`config.mk`:
```
export PLATFORM = sky130hd
export DESIGN_NAME = bdpq_ram
export DESIGN_NICKNAME = d
export VERILOG_FILES = /design/src/rtl/bdpq_ram.sv
export SDC_FILE = /design/constraint.sdc
export NUM_CORES = 1
export LEC_CHECK = 0
export ABC_CLOCK_PERIOD_IN_PS = 2700
export BUFFER_PORTS_ARGS = -buffer_cell sky130_fd_sc_hd__buf_2
export CAP_MARGIN = 20
export CORE_MARGIN = 1
export CORE_UTILIZATION = 42
export DETAILED_ROUTE_END_ITERATION = 7
export REMOVE_ABC_BUFFERS = 1
export SLEW_MARGIN = 25
export SYNTH_ARGS = -nofsm -noshare
export SYNTH_HDL_FRONTEND = slang
export SYNTH_SLANG_ARGS = --single-unit
```
`constraint.sdc`:
```
create_clock -name clk -period 2.7 [get_ports clk]
set_clock_uncertainty 0.05 [all_clocks]
set_input_delay 0.54 -clock clk [delete_from_list [all_inputs] [get_ports clk]]
set_output_delay 0.54 -clock clk [all_outputs]
set_load 0.01 [all_outputs]
```
`src/rtl/bdpq_ram.sv`:
```
`default_nettype none
module bdpq_ram #(
    parameter int WIDTH = 8,
    parameter int DEPTH = 16
) (
    input  wire logic                     clk,
    input  wire logic                     we,
    input  wire logic [$clog2(DEPTH)-1:0] addr,
    input  wire logic [WIDTH-1:0]         wdata,
    output      logic [WIDTH-1:0]         rdata
);

    logic [WIDTH-1:0] mem [DEPTH];

    // Write and registered read on one port
    always_ff @(posedge clk)
    begin
        if (we)
        begin
            mem[addr] <= wdata;
        end
        rdata <= mem[addr];
    end

endmodule
`default_nettype wire

```
==> impl_metrics.py <==
metrics = {
    "run_status": {
        "outcome": "finished with violations",
        "violations": "design-rule violations",
    },
    "die": {
        "initial_core_util_pct": 43.8,
        "dieWidth_um": 112,
        "core_area_um2": 11600,
        "row_count": 39,
        "die_h_um": 112,
        "dieArea_um2": 12500,
        "io_pins": 22,
    },
    "global_routing": {
        "grt_max_degree": 40,
        "first_global_vias": 2490,
        "grt-ovfl-total": 0,
        "antenna_found_initial": 0,
        "grt_pass1_wl_mm": 14.7,
        "track_usage_pct": 16.9,
    },
    "cts": {
        "clockBufferDepth": 2,
        "cts_buffers": 17,
        "cts_tree": "done",
        "htree_levels": 4,
        "clock_sinks": 136,
        "clockRootBuffer": "clkbuf_16",
        "postCtsSetupBuffers": 0,
        "ctsResizeCount": 0,
        "postCtsHoldBufs": 0,
        "path_clk_slew_ns": 0.05,
        "worstSkewPairLatency_ns": 0.41,
    },
    "power": {
        "power_density_nw_per_um2": 797,
        "ir_worst_vdd_mv": 0.427,
        "p_leak_uw": 0.00201,
    },
    "place": {
        "placedCellCount": 404,
        "gp_congestion": 0.770,
        "place.detailed.hpwl_mm": 5.94,
        "port_buffers": 21,
    },
    "timing": {
        "post-route-period-util_pct": 61.6,
        "min_period_ns": 1.66,
        "timing.slew.headroom_pct": 62.6,
        "setup_violations": 0,
        "clock.fmax_mhz": 602,
        "tns_ns": 0,
        "tightest_slew_ns": 0.560,
        "hold_viol_final": 0,
        "rsz0062_at_grt": "no",
        "maxSlewViolCount": 0,
    },
    "detailed_routing": {
        "drt_iter0_drc": 154,
        "drt-vias-per-instance": 5.42,
        "drc": 3,
        "dr.pass1.iters": 6,
        "vias": 2351,
        "wl_per_cell_um": 21.5,
        "postRouteAntennaNets": 0,
        "wirelength_mm": 9.34,
    },
    "worst_setup_path": {
        "worstPathRequired_ns": 2.94,
        "end_kind": "flip-flop",
        "cp.arrival_ns": 1.90,
        "cp_max_fo": 18,
        "rr_worst_depth": 3,
        "critPathKind": "input port to flip-flop",
        "crit_path_end": "rdata[2]$_DFF_P_",
        "startpoint": "addr[1]",
        "reg2reg_slack_ns": 1.30,
        "reg2reg_from": "mem[3][1]$_DFFE_PP_",
        "startpoint_type": "input port",
        "r2r-end": "rdata[1]$_DFF_P_",
    },
    "final_layout": {
        "fin_util_pct": 52.1,
        "area_growth_pct": 18.9,
        "final_nets": 294,
        "antenna_cells": 0,
        "final_cells": 434,
        "drive_above_1_share_pct": 34.7,
        "fillers": 912,
    },
    "logic_synthesis": {
        "syn-cell-area_um2": 5070,
        "yosys_register_bits": 136,
        "async_reset_ff_share_pct": 0,
        "ys_top_cells_by_area": "edfxtp_1, mux4_2, dfxtp_1",
        "yosysTopAreaCellShare_pct": 75.9,
        "syn_avg_cell_area_um2": 22.0,
        "synth_most_common_cell": "edfxtp_1",
        "synth_edf_count": 128,
        "synth_flop_cell": "edfxtp_1",
        "synth.top_cells.by_count": "edfxtp_1, mux4_2, a22oi_1, nor2_1, nand2_1",
        "yosys.area.top_type": "edfxtp_1",
        "seq_area_frac_synth_pct": 79.0,
        "synth.distinct_cells": 18,
        "yosysWarnings": 0,
        "syn_inst": 230,
    },
    "hold_path": {
        "hp-class": "input port to flip-flop",
        "hp-start": "wdata[4]",
    },
    "job": {
        "drv_cap": 0,
    },
}
through the flow:
step / power, uW / cell area, um2 / setup slack, ns / hold slack, ns
final: 4800 / 6030 / 1.04 / 0.457
after global routing: 4970 / 6030 / 0.974 / 0.456
after CTS: 4850 / 6030 / 1.06 / 0.446
after detailed placement: 2640 / 5460 / 0.610 / 0.617
after global placement: 2640 / 5460 / 0.641 / 0.608
after floorplan: 2520 / 5010 / 0.617 / 0.585
cells in the final DEF (no fill, tap or decap):
cell type	count
nand2b_1	2
nand3b_1	2
buf_2	21
or3b_2	1
nor2_1	13
clkbuf_16	17
clkbuf_1	1
buf_4	20
nor2b_1	2
bufinv_16	3
edfxtp_1	128
a22oi_1	16
clkinv_4	1
clkinv_2	5
mux4_2	32
nor3_1	4
clkinv_1	3
nand3_1	1
buf_12	1
dfxtp_1	8
and2_1	1
nand2_1	9
how the worst min path moves through the flow:
stage                           end  slack, ns  cells after the start
2_1_floorplan      rdata[0]$_DFF_P_       0.58                      3
3_3_place_gp       rdata[6]$_DFF_P_       0.61                      3
3_5_place_dp       rdata[6]$_DFF_P_       0.62                      3
4_1_cts         mem[6][6]$_DFFE_PP_       0.45                      1
5_1_grt         mem[2][4]$_DFFE_PP_       0.46                      1
6_report       mem[12][4]$_DFFE_PP_       0.46                      1
final cells by class:
type                            count  area, um2  area share (%)
Tap cell                          143        179            2.97
Multi-Input combinational cell     83       1000            16.7
Clock inverter                     12        135            2.24
Timing Repair Buffer               42        275            4.57
Sequential cell                   136       4000            66.4
Clock buffer                       18        429            7.12
registers in the layout, summed over array words and instances (netlist names):
name and flops:
mem 128, rdata 8
power by group:
part	leakage, uW	switching (uW)	total (uW)	internal [uW]
clock network	0.000281	785	2210	1420
logic	0.000509	127	221	94.0
registers	0.00122	12.3	2370	2360
total	0.00201	924	4800	3880
cell families (layout without fill, tap and decap cells):
logic type / after synthesis / count (layout) / share of synthesized area (%)
flip-flops: 136 / 136 / 79.0
AO/OA/AOI/OAI: 16 / 16 / 2.37
multiplexers: 32 / 32 / 14.2
buffers and inverters: 11 / 72 / 1.19
AND/OR/NAND/NOR: 35 / 35 / 3.21
critical path: stages:
cell and delay, ns:
buf_2 0.28, buf_4 0.34, mux4_2 0.34, a22oi_1 0.30
nand2_1 0.09
routing by layer:
metal	GRT usage (%)	wire length, um	vias to the layer above
met4	8.38	124	0
met3	3.92	499	12
li1	-	-	1060
met2	26.2	4590	61
met5	0	0	-
met1	22.6	4130	1218
Power figures use the tool's default switching activity.
